$ cat src/design/btc_pkg.sv
// Package for the beacon tone classifier: codes, widths and the result type.
`timescale 1ns / 1ps
package btc_pkg;

    localparam int EDGES_PER_SPAN = 20;
    localparam int EDGE_CNT_W     = $clog2(EDGES_PER_SPAN + 2);
    localparam int STAMP_W        = 32;
    localparam int CFG_IDX_W      = 8;
    localparam int S_TDATA_W      = 32;
    localparam int S_TUSER_W      = 2;
    localparam int M_TDATA_W      = 32;
    localparam int M_TUSER_W      = 3;

    typedef enum logic [1:0] {
        FUNC_EDGE  = 2'd0,
        FUNC_POLL  = 2'd1,
        FUNC_CLEAR = 2'd2
    } func_t;

    typedef enum logic [1:0] {
        CLS_NONE     = 2'd0,
        CLS_EXCHANGE = 2'd1,
        CLS_SERVER   = 2'd2,
        CLS_UNKNOWN  = 2'd3
    } beacon_class_t;

    localparam logic [CFG_IDX_W-1:0] REG_EXCH_MIN = CFG_IDX_W'(0);
    localparam logic [CFG_IDX_W-1:0] REG_EXCH_MAX = CFG_IDX_W'(1);
    localparam logic [CFG_IDX_W-1:0] REG_SERV_MIN = CFG_IDX_W'(2);
    localparam logic [CFG_IDX_W-1:0] REG_SERV_MAX = CFG_IDX_W'(3);

    localparam logic [STAMP_W-1:0] EXCH_MIN_RST = STAMP_W'(6452);
    localparam logic [STAMP_W-1:0] EXCH_MAX_RST = STAMP_W'(6896);
    localparam logic [STAMP_W-1:0] SERV_MIN_RST = STAMP_W'(21053);
    localparam logic [STAMP_W-1:0] SERV_MAX_RST = STAMP_W'(26666);

    typedef struct packed {
        logic [STAMP_W-1:0] span_us;
        beacon_class_t      beacon_class;
        logic               detected;
    } result_t;

endpackage

$ cat src/design/beacon_tone_classifier.sv
// Beacon tone classifier: multi-period frequency counter with span classification.
//
//   channel | direction | payload
//   s_      | in        | tdata = now_us[31:0]; tuser = func[1:0]
//   m_      | out       | tdata = span_us[31:0]; tuser = detected, beacon_class[1:0]
//   cfg_    | in        | cfg_index selects limit register, cfg_data is its value
//
// One item per cycle while s_tready is high: an edge, poll or clear updates the counter
// state at its transfer, and a poll's result lands that edge in the output register or,
// if it is held, the skid. The span is subtracted at the closing edge, so a poll costs
// only four compares. A skid entry behind the output register keeps s_tready high while
// m_tready stalls; s_tready drops only once a second poll result waits in the skid.
// aresetn is synchronous; it clears the count and restores the default limits.
`timescale 1ns / 1ps
module beacon_tone_classifier (
    input  logic                             aclk,
    input  logic                             aresetn,
    input  logic                             s_tvalid,
    output logic                             s_tready,
    input  logic [btc_pkg::S_TDATA_W-1:0]    s_tdata,    // now_us[31:0]
    input  logic [btc_pkg::S_TUSER_W-1:0]    s_tuser,    // func[1:0]
    output logic                             m_tvalid,
    input  logic                             m_tready,
    output logic [btc_pkg::M_TDATA_W-1:0]    m_tdata,    // span_us[31:0]
    output logic [btc_pkg::M_TUSER_W-1:0]    m_tuser,    // detected, beacon_class[1:0]
    input  logic                             cfg_valid,
    output logic                             cfg_ready,
    input  logic [btc_pkg::CFG_IDX_W-1:0]    cfg_index,
    input  logic [btc_pkg::STAMP_W-1:0]      cfg_data
);
    import btc_pkg::*;

    localparam logic [EDGE_CNT_W-1:0] CNT_LAST = EDGE_CNT_W'(EDGES_PER_SPAN);

    logic [STAMP_W-1:0]    exch_min_reg, exch_max_reg, serv_min_reg, serv_max_reg;
    logic [EDGE_CNT_W-1:0] edge_cnt_reg;
    logic [STAMP_W-1:0]    first_stamp_reg;
    logic [STAMP_W-1:0]    cap_span_reg;
    logic                  span_ready_reg;
    logic [STAMP_W-1:0]    kept_span_reg;

    result_t out_reg, skid_reg, res_next;
    logic    out_valid_reg, skid_valid_reg;

    logic    s_fire;
    func_t   func;
    logic    poll_push;
    logic    in_exch, in_serv;

    assign cfg_ready = 1'b1;
    assign s_tready  = !skid_valid_reg;
    assign s_fire    = s_tvalid && s_tready;
    assign func      = func_t'(s_tuser);
    assign poll_push = s_fire && (func == FUNC_POLL);

    // limit registers
    always_ff @(posedge aclk) begin
        if (!aresetn) begin
            exch_min_reg <= EXCH_MIN_RST;
            exch_max_reg <= EXCH_MAX_RST;
            serv_min_reg <= SERV_MIN_RST;
            serv_max_reg <= SERV_MAX_RST;
        end else if (cfg_valid && cfg_ready) begin
            if (cfg_index == REG_EXCH_MIN) exch_min_reg <= cfg_data;
            if (cfg_index == REG_EXCH_MAX) exch_max_reg <= cfg_data;
            if (cfg_index == REG_SERV_MIN) serv_min_reg <= cfg_data;
            if (cfg_index == REG_SERV_MAX) serv_max_reg <= cfg_data;
        end
    end

    // classification of the captured span; exchange window wins on overlap
    assign in_exch = (cap_span_reg >= exch_min_reg) && (cap_span_reg <= exch_max_reg);
    assign in_serv = (cap_span_reg >= serv_min_reg) && (cap_span_reg <= serv_max_reg);

    always_comb begin
        res_next = '0;
        if (span_ready_reg) begin
            res_next.detected = 1'b1;
            res_next.span_us  = cap_span_reg;
            priority if (in_exch) res_next.beacon_class = CLS_EXCHANGE;
            else if (in_serv)     res_next.beacon_class = CLS_SERVER;
            else                  res_next.beacon_class = CLS_UNKNOWN;
        end else begin
            res_next.detected     = 1'b0;
            res_next.beacon_class = CLS_NONE;
            res_next.span_us      = kept_span_reg;
        end
    end

    // measurement state
    always_ff @(posedge aclk) begin
        if (!aresetn) begin
            edge_cnt_reg    <= '0;
            first_stamp_reg <= '0;
            cap_span_reg    <= '0;
            span_ready_reg  <= 1'b0;
            kept_span_reg   <= '0;
        end else if (s_fire) begin
            unique case (func)
                FUNC_EDGE: begin
                    if (edge_cnt_reg == '0) begin
                        first_stamp_reg <= s_tdata;
                    end else if (edge_cnt_reg == CNT_LAST) begin
                        cap_span_reg   <= s_tdata - first_stamp_reg;
                        span_ready_reg <= 1'b1;
                    end
                    if (edge_cnt_reg <= CNT_LAST) begin
                        edge_cnt_reg <= edge_cnt_reg + 1'b1;
                    end
                end
                FUNC_POLL: begin
                    if (span_ready_reg) begin
                        kept_span_reg  <= cap_span_reg;
                        span_ready_reg <= 1'b0;
                        edge_cnt_reg   <= '0;
                    end
                end
                FUNC_CLEAR: begin
                    edge_cnt_reg   <= '0;
                    span_ready_reg <= 1'b0;
                    kept_span_reg  <= '0;
                end
                default: begin
                end
            endcase
        end
    end

    // output register with skid stage
    always_ff @(posedge aclk) begin
        if (!aresetn) begin
            out_valid_reg  <= 1'b0;
            skid_valid_reg <= 1'b0;
        end else if (!out_valid_reg || m_tready) begin
            if (skid_valid_reg) begin
                out_valid_reg  <= 1'b1;
                skid_valid_reg <= 1'b0;
            end else begin
                out_valid_reg <= poll_push;
            end
        end else if (poll_push) begin
            skid_valid_reg <= 1'b1;
        end
    end

    always_ff @(posedge aclk) begin
        if (!out_valid_reg || m_tready) begin
            if (skid_valid_reg) begin
                out_reg <= skid_reg;
            end else if (poll_push) begin
                out_reg <= res_next;
            end
        end else if (poll_push) begin
            skid_reg <= res_next;
        end
    end

    assign m_tvalid = out_valid_reg;
    assign m_tdata  = out_reg.span_us;
    assign m_tuser  = {out_reg.beacon_class, out_reg.detected};

    // skid entry only fills behind a held output
    a_skid_behind_out: assert property (@(posedge aclk) disable iff (!aresetn)
        skid_valid_reg |-> out_valid_reg)
        else $error("skid holds a transfer while output register is empty");

    a_detect_class: assert property (@(posedge aclk) disable iff (!aresetn)
        m_tvalid |-> (out_reg.detected == (out_reg.beacon_class != CLS_NONE)))
        else $error("detected flag and class disagree");

    a_cnt_sat: assert property (@(posedge aclk) disable iff (!aresetn)
        edge_cnt_reg <= CNT_LAST + 1'b1)
        else $error("edge count past saturation");

    a_ready_cnt: assert property (@(posedge aclk) disable iff (!aresetn)
        span_ready_reg |-> (edge_cnt_reg == CNT_LAST + 1'b1))
        else $error("span ready without a full edge count");

endmodule

$ cat config.mk
export PLATFORM = sky130hd
export DESIGN_NAME = beacon_tone_classifier
export DESIGN_NICKNAME = d
export VERILOG_FILES = /design/src/design/btc_pkg.sv /design/src/design/beacon_tone_classifier.sv
export SDC_FILE = /design/constraint.sdc
export NUM_CORES = 1
export LEC_CHECK = 0
export BUFFER_PORTS_ARGS = -buffer_cell sky130_fd_sc_hd__buf_4
export CORE_MARGIN = 2
export CORE_UTILIZATION = 65
export DETAILED_ROUTE_END_ITERATION = 10
export PLACE_DENSITY_LB_ADDON = 0.08
export SLEW_MARGIN = 20
export SYNTH_ARGS = -nofsm -noshare
export SYNTH_HDL_FRONTEND = slang
export SYNTH_SLANG_ARGS = --single-unit
$ cat constraint.sdc
create_clock -name aclk -period 4.07 [get_ports aclk]
set_input_delay 0.6105 -clock aclk [delete_from_list [all_inputs] [get_ports aclk]]
set_output_delay 0.6105 -clock aclk [all_outputs]
set_load 0.005 [all_outputs]
==> results of run 1 <==
-- layout make-up --
class / count / area (sq um) / share of cell area
well taps: 324 / 405.4 / 0.02207
inverters: 175 / 661.9 / 0.03603
flip-flops and latches: 302 / 6746 / 0.3672
multi-input cells: 1292 / 8431 / 0.4589
clock buffers: 46 / 937.1 / 0.05101
repair buffers: 135 / 1039 / 0.05653
clock inverters: 15 / 151.4 / 0.008241
-- layer usage --
| layer | routed length (um) | GRT usage |
|---|---|---|
| met4 | 1370 | 0.1118 |
| met3 | 2849 | 0.04239 |
| met5 | 0 | 0 |
| met2 | 19650 | 0.5342 |
| met1 | 18520 | 0.4434 |
-- final timing paths --
kind	from	end	slack (ns)
worst max-delay path	cap_span_reg[13]$_SDFFE_PN0P_	m_tuser[1]$_DFFE_PP_	1.28
worst min register to register	kept_span_reg[14]$_SDFFE_PN0P_	kept_span_reg[14]$_SDFFE_PN0P_	0.45
worst max register to register	cap_span_reg[13]$_SDFFE_PN0P_	m_tuser[1]$_DFFE_PP_	1.28
worst min-delay path	s_tdata[26]	first_stamp_reg[26]$_SDFFE_PN0P_	0.35
-- metrics by stage --
step           utilization  worst slack [ns]  total power, mW
6_report            0.7532             1.279            6.607
5_1_grt             0.7532             1.098            6.796
4_1_cts             0.7532             1.290            6.611
3_5_place_dp        0.7086             1.024            3.650
3_3_place_gp        0.7084             1.086            3.645
2_1_floorplan            -             1.197            3.464
-- worst max-delay path: cells and delay by family (launching register included) --
| kind | cells | cell delay, ns |
|---|---|---|
| AO/OA/AOI/OAI | 8 | 1.65 |
| adder cells (fa/ha/maj) | 1 | 0.34 |
| flip-flops | 1 | 0.62 |
-- where the power goes --
group	total, mW	switching [mW]	internal (mW)	leakage, nW
clock network	3.01	1.25	1.76	0.530
registers	3.09	0.0118	3.08	2.57
logic	0.503	0.304	0.199	4.49
total	6.61	1.57	5.04	7.60
-- cells in the mapped netlist (all sizes together) (6+ instances only) --
| library cell | count | area share |
|---|---|---|
| nor2 | 38 | 0.0088 |
| a21oi | 255 | 0.079 |
| o21a | 16 | 0.0074 |
| o211ai | 33 | 0.015 |
| nor2b | 15 | 0.0058 |
| xnor2 | 6 | 0.0032 |
| nor3 | 13 | 0.0040 |
| mux2 | 68 | 0.047 |
| edfxtp | 70 | 0.13 |
| ha | 165 | 0.13 |
| and3 | 9 | 0.0035 |
| buf | 23 | 0.0067 |
| a21o | 65 | 0.030 |
| clkbuf | 67 | 0.016 |
| or3 | 7 | 0.0027 |
| nand3b | 37 | 0.017 |
| dfxtp | 232 | 0.29 |
| inv | 173 | 0.040 |
| nand2 | 372 | 0.086 |
| a31oi | 7 | 0.0027 |
| nand2b | 10 | 0.0039 |
| o21ai | 39 | 0.012 |
| nand4 | 32 | 0.012 |
| a211oi | 11 | 0.0054 |
| xor2 | 8 | 0.0043 |
| nand3 | 26 | 0.0084 |
-- kinds of logic (layout without fill, tap and decap cells) --
group / count (synthesis) / in the layout / share of synthesized area
buffers and inverters: 265 / 371 / 0.06288
XOR/XNOR: 14 / 14 / 0.007579
other: 1 / 1 / 0.0002318
adder cells (fa/ha/maj): 166 / 166 / 0.1288
flip-flops: 302 / 302 / 0.4170
multiplexers: 69 / 69 / 0.04795
AO/OA/AOI/OAI: 459 / 459 / 0.1704
AND/OR/NAND/NOR: 583 / 583 / 0.1651
==> results.sh, run 1 <==
export IMPL_final_nets=2185
export IMPL_clkSlewWorstSetupHoldPaths_ns=0.06
export IMPL_cp_data_arrival_time_ns=3.14
export IMPL_num_fill_cells=1796
export IMPL_detail_route_antenna_nets=0
export IMPL_async_reset_ff_frac=0
export IMPL_clock_fmax_mhz=358.3
export IMPL_drtIter0Drc=1128
export IMPL_final_common_cell="nand2_1"
export IMPL_core_sq_um=24390
export IMPL_clock_skew_ns=0.01163
export IMPL_wl_per_cell_um=18.52
export IMPL_num_antenna_cells=0
export IMPL_avgSynthCellArea_sq_um=8.703
export IMPL_cp_required_ns=4.42
export IMPL_design_area_sq_um=18370
export IMPL_post_route_period_util=0.6858
export IMPL_p_leak_nw=7.598
export IMPL_postCtsSetupBuffers=0
export IMPL_place_congestion=0.8765
export IMPL_layout_drive_gt1_share=0.1384
export IMPL_cts_hold_fix_buffers=0
export IMPL_area_growth_pct=13.56
export IMPL_worst_hold_path_type="in -> reg"
export IMPL_synth_net_count=2104
export IMPL_tns_ns=0
export IMPL_start_util=0.6633
export IMPL_dr_pass1_iters=6
export IMPL_max_stage_delay_ns=0.62
export IMPL_rows=57
export IMPL_cts_sinks=302
export IMPL_largest_reg_flops=35
export IMPL_p_per_area_nw_per_um2=359.6
export IMPL_ys_warn_count=0
export IMPL_worstPathCellList="ha_1, a21o_1, a21o_1, a221o_1, a2bb2oi_1, o211ai_1, a221oi_1, a211oi_1, o31ai_1"
export IMPL_synth_edf_count=70
export IMPL_hold_depth=3
export IMPL_grt_pass1_wl_mm=68.19
export IMPL_period_needed_ns=2.791
export IMPL_final_hold_viol_count=0
export IMPL_ys_ff_latch=302
export IMPL_root_buffer="clkbuf_16"
export IMPL_cpMaxStageDelayCell="dfxtp_1"
export IMPL_die_h_um=161.8
export IMPL_holdWs_ns=0.3473
export IMPL_grt_start_max_net_pins=123
export IMPL_grt_antenna_before_repair=0
export IMPL_ir_drop_mv=0.3142
export IMPL_netlist_instances=1859
export IMPL_yosysSeqAreaShare=0.4170
export IMPL_clkLatencyLatePin_ns=0.52
export IMPL_r2r_cells=9
export IMPL_placedCellCount=2228
export IMPL_fin_cells=2289
export IMPL_h_tree_depth=2
export IMPL_num_vias=13640
export IMPL_final_cell_mix="372 x nand2_1, 254 x a21oi_1, 232 x dfxtp_1"
export IMPL_post_cts_resized=0
export IMPL_drc=0
export IMPL_cts_buffer_depth=3
export IMPL_cp_common_cell="a21o_1"
export IMPL_die_x_um=161.8
export IMPL_grt_use_total=0.3245
export IMPL_endpoint_kind="register"
export IMPL_place_area_sq_um=17280
export IMPL_grt_pass1_vias=13070
export IMPL_start_kind="register"
export IMPL_routed_wl_mm=42.38
export IMPL_synthesis_area_sq_um=16180
export IMPL_tightest_slew_ns=1.100
export IMPL_dieArea_sq_um=26170
export IMPL_dp_hpwl_mm=29.12
export IMPL_numCtsBuffers=34
export IMPL_max_cap_violations=0
export IMPL_criticalPathCategory="reg -> reg"
export IMPL_drv_slew=0
export IMPL_slew_headroom=0.2650
export IMPL_port_buffers=115
export IMPL_cts_tree="built"
export IMPL_grt_overflow_total=0
export IMPL_io_pins=117
export IMPL_crit_fanout=7
export IMPL_final_setup_viol_count=0
export IMPL_status="finished, final reports clean"
export IMPL_synthFlopType="dfxtp_1"
export IMPL_yosysUniqueCellTypes=72
export IMPL_rsz0062_at_grt="no"
export IMPL_vias_per_cell=5.961
(Power assumes the default switching activity.)
==> run 2, diff against run 1 <==
Settings changed: CORE_UTILIZATION 65 to 55.
Clock period 4.07 ns to 2.3 ns, I/O delays scaled along.
==> run 2 against run 1 <==
Critical path type unchanged. Non-clock buffer count is 158 higher. Sequential cell count stayed put. The flow now finishes with violations (setup timing). Clock skew up 0.0046 ns. Utilization is 3.3 points lower. Sequential share of layout area decreased by 4.0 points. First-iteration DRC count rose by 8.6%. Combinational power rose to 2.5 times the previous value. Power increased by 83%. Highest routed layer unchanged.
==> results.sh, run 2 (same netlist as run 1, synthesis figures left out) <==
export IMPL_numCtsBuffers=34
export IMPL_core_sq_um=28860
export IMPL_port_buffers=115
export IMPL_power_switching_mw=2.946
export IMPL_wl_per_cell_um=18.81
export IMPL_clock_skew_ns=0.01628
export IMPL_swShare=0.2431
export IMPL_pwr_share_clk=0.445
export IMPL_ir_drop_mv=0.5538
export IMPL_grt_pass1_vias=13900
export IMPL_cp_required_ns=2.57
export IMPL_final_setup_viol_count=14
export IMPL_grt_antenna_before_repair=1
export IMPL_timing_rr_start="cap_span_reg[10]$_SDFFE_PN0P_"
export IMPL_register_area_sq_um=6803
export IMPL_clkLatencyLatePin_ns=0.52
export IMPL_root_buffer="clkbuf_16"
export IMPL_rsz0062_at_grt="yes"
export IMPL_cts_sinks=302
export IMPL_final_nets=2343
export IMPL_cts_tree="built"
export IMPL_grt_use_total=0.2999
export IMPL_final_common_cell="nand2_1"
export IMPL_cp_data_arrival_time_ns=2.72
export IMPL_p_int_mw=9.173
export IMPL_post_route_period_util=1.064
export IMPL_io_pins=117
export IMPL_finalPower_mw=12.12
export IMPL_crit_fanout=5
export IMPL_status="finished with violations"
export IMPL_drv_slew=0
export IMPL_place_congestion=0.8590
export IMPL_dieArea_sq_um=30800
export IMPL_area_growth_pct=28.43
export IMPL_seqPwrFrac=0.451
export IMPL_endpoint_kind="register"
export IMPL_num_fill_cells=2194
export IMPL_die_x_um=175.5
export IMPL_vias_per_cell=5.709
export IMPL_routed_wl_mm=47.18
export IMPL_h_tree_depth=2
export IMPL_period_needed_ns=2.446
export IMPL_utilization=0.7200
export IMPL_num_vias=14320
export IMPL_dr_pass1_iters=7
export IMPL_detail_route_antenna_nets=0
export IMPL_largest_reg_flops=35
export IMPL_worst_hold_path_type="in -> reg"
export IMPL_max_cap_violations=0
export IMPL_r2r_cells=10
export IMPL_drtIter0Drc=1225
export IMPL_rows=62
export IMPL_endpoint="m_tuser[1]$_DFFE_PP_"
export IMPL_p_leak_nw=8.563
export IMPL_p_per_area_nw_per_um2=583.3
export IMPL_final_cell_mix="370 x nand2_1, 276 x buf_4, 229 x a21oi_1"
export IMPL_rrSetupSlack_ns=-0.15
export IMPL_dp_hpwl_mm=32.45
export IMPL_drc=0
export IMPL_tightest_slew_ns=0.5217
export IMPL_startpoint="cap_span_reg[10]$_SDFFE_PN0P_"
export IMPL_power_frac_comb=0.104
export IMPL_grt_overflow_total=0
export IMPL_layout_setup_ws_ns=-0.1461
export IMPL_final_hold_viol_count=0
export IMPL_clock_fmax_mhz=408.8
export IMPL_cts_buffer_depth=3
export IMPL_criticalPathCategory="reg -> reg"
export IMPL_slew_headroom=0.6522
export IMPL_layout_drive_gt1_share=0.2746
export IMPL_grt_pass1_wl_mm=73.60
export IMPL_start_kind="register"
export IMPL_r2r_end="m_tuser[1]$_DFFE_PP_"
export IMPL_die_h_um=175.5
export IMPL_start_util=0.5606
export IMPL_grt_start_max_net_pins=72
export IMPL_clkSlewWorstSetupHoldPaths_ns=0.06
export IMPL_violations="setup timing"
export IMPL_multi_input_area_sq_um=9349
export IMPL_tns_ns=-0.9784
[run 2: cell count changes in the layout (fill, tap and decap cells not counted), sizes merged]
cell      previous run  this run
clkbuf              46        50
bufinv               2         1
clkinvlp             2         0
diode                0         1
buf                135       293
clkinv              10         9
[run 2: power groups by stage]
| stage | clock [mW] | combinational (mW) | sequential, mW |
|---|---|---|---|
| after global routing | 5.66 | 1.35 | 5.47 |
| final | 5.39 | 1.26 | 5.47 |
| after floorplan | 0 | 0.552 | 5.59 |
| after global placement | 0 | 1.02 | 5.59 |
| after detailed placement | 0 | 1.03 | 5.59 |
| after CTS | 5.45 | 1.13 | 5.47 |
[run 2: repair_timing]
action / in CTS / in global routing
resized for setup: 103 / 97
hold buffers: 0 / 0
setup buffers: 5 / 7
pin swaps: 41 / 64
endpoints found under the setup margin: 24 / 30
[run 2: layout make-up]
cell class | count | share of cell area
Multi-Input combinational cell | 1292 | 0.4500
Sequential cell | 302 | 0.3274
Timing Repair Buffer | 293 | 0.1144
Clock buffer | 50 | 0.04824
Inverter | 175 | 0.03198
Tap cell | 384 | 0.02312
Clock inverter | 11 | 0.004757
Antenna cell | 1 | 0.0001204
[run 2: critical path, cell delays in order, from the launching register on]
cell,delay (ns)
dfxtp_2,0.37
ha_1,0.31
nand4_1,0.16
or2_4,0.29
nor2_2,0.10
o21ai_1,0.08
o211ai_1,0.16
o211ai_1,0.19
buf_4,0.17
a211oi_4,0.25
o31ai_1,0.10
[run 2: per-layer routing]
metal | GRT usage | share of wire | up-vias | wire length [um]
met1 | 0.4083 | 0.43 | 6833 | 20100
met2 | 0.4877 | 0.47 | 486 | 22150
met3 | 0.04524 | 0.070 | 96 | 3292
met4 | 0.1050 | 0.035 | 0 | 1643
li1 | - | - | 6902 | -
met5 | 0 | 0 | - | 0
[run 2: metrics by stage]
step	cells	hold slack, ns	instance area (sq um)	worst slack, ns
final	2508	0.07674	20780	-0.1461
after global routing	2507	0.08013	20770	-0.2685
after CTS	2503	0.06674	20260	-0.1439
after detailed placement	2438	0.4437	18640	-0.6493
after global placement	2438	0.4356	18640	-0.6348
after floorplan	1859	0.4064	16210	-0.06632
[run 2: worst min-delay path by stage]
stage / cells past startpoint / from / end / slack [ns]
after CTS: 3 / cfg_data[9] / exch_max_reg[9]$_SDFFE_PN1P_ / 0.07
after detailed placement: 2 / kept_span_reg[2]$_SDFFE_PN0P_ / kept_span_reg[2]$_SDFFE_PN0P_ / 0.44
after global routing: 3 / cfg_data[11] / serv_max_reg[11]$_SDFFE_PN1P_ / 0.08
final: 3 / cfg_data[9] / serv_min_reg[9]$_SDFFE_PN1P_ / 0.08
after floorplan: 0 / span_ready_reg$_SDFFE_PN0P_ / skid_reg[0]$_DFFE_PP_ / 0.41
after global placement: 2 / kept_span_reg[4]$_SDFFE_PN0P_ / kept_span_reg[4]$_SDFFE_PN0P_ / 0.44
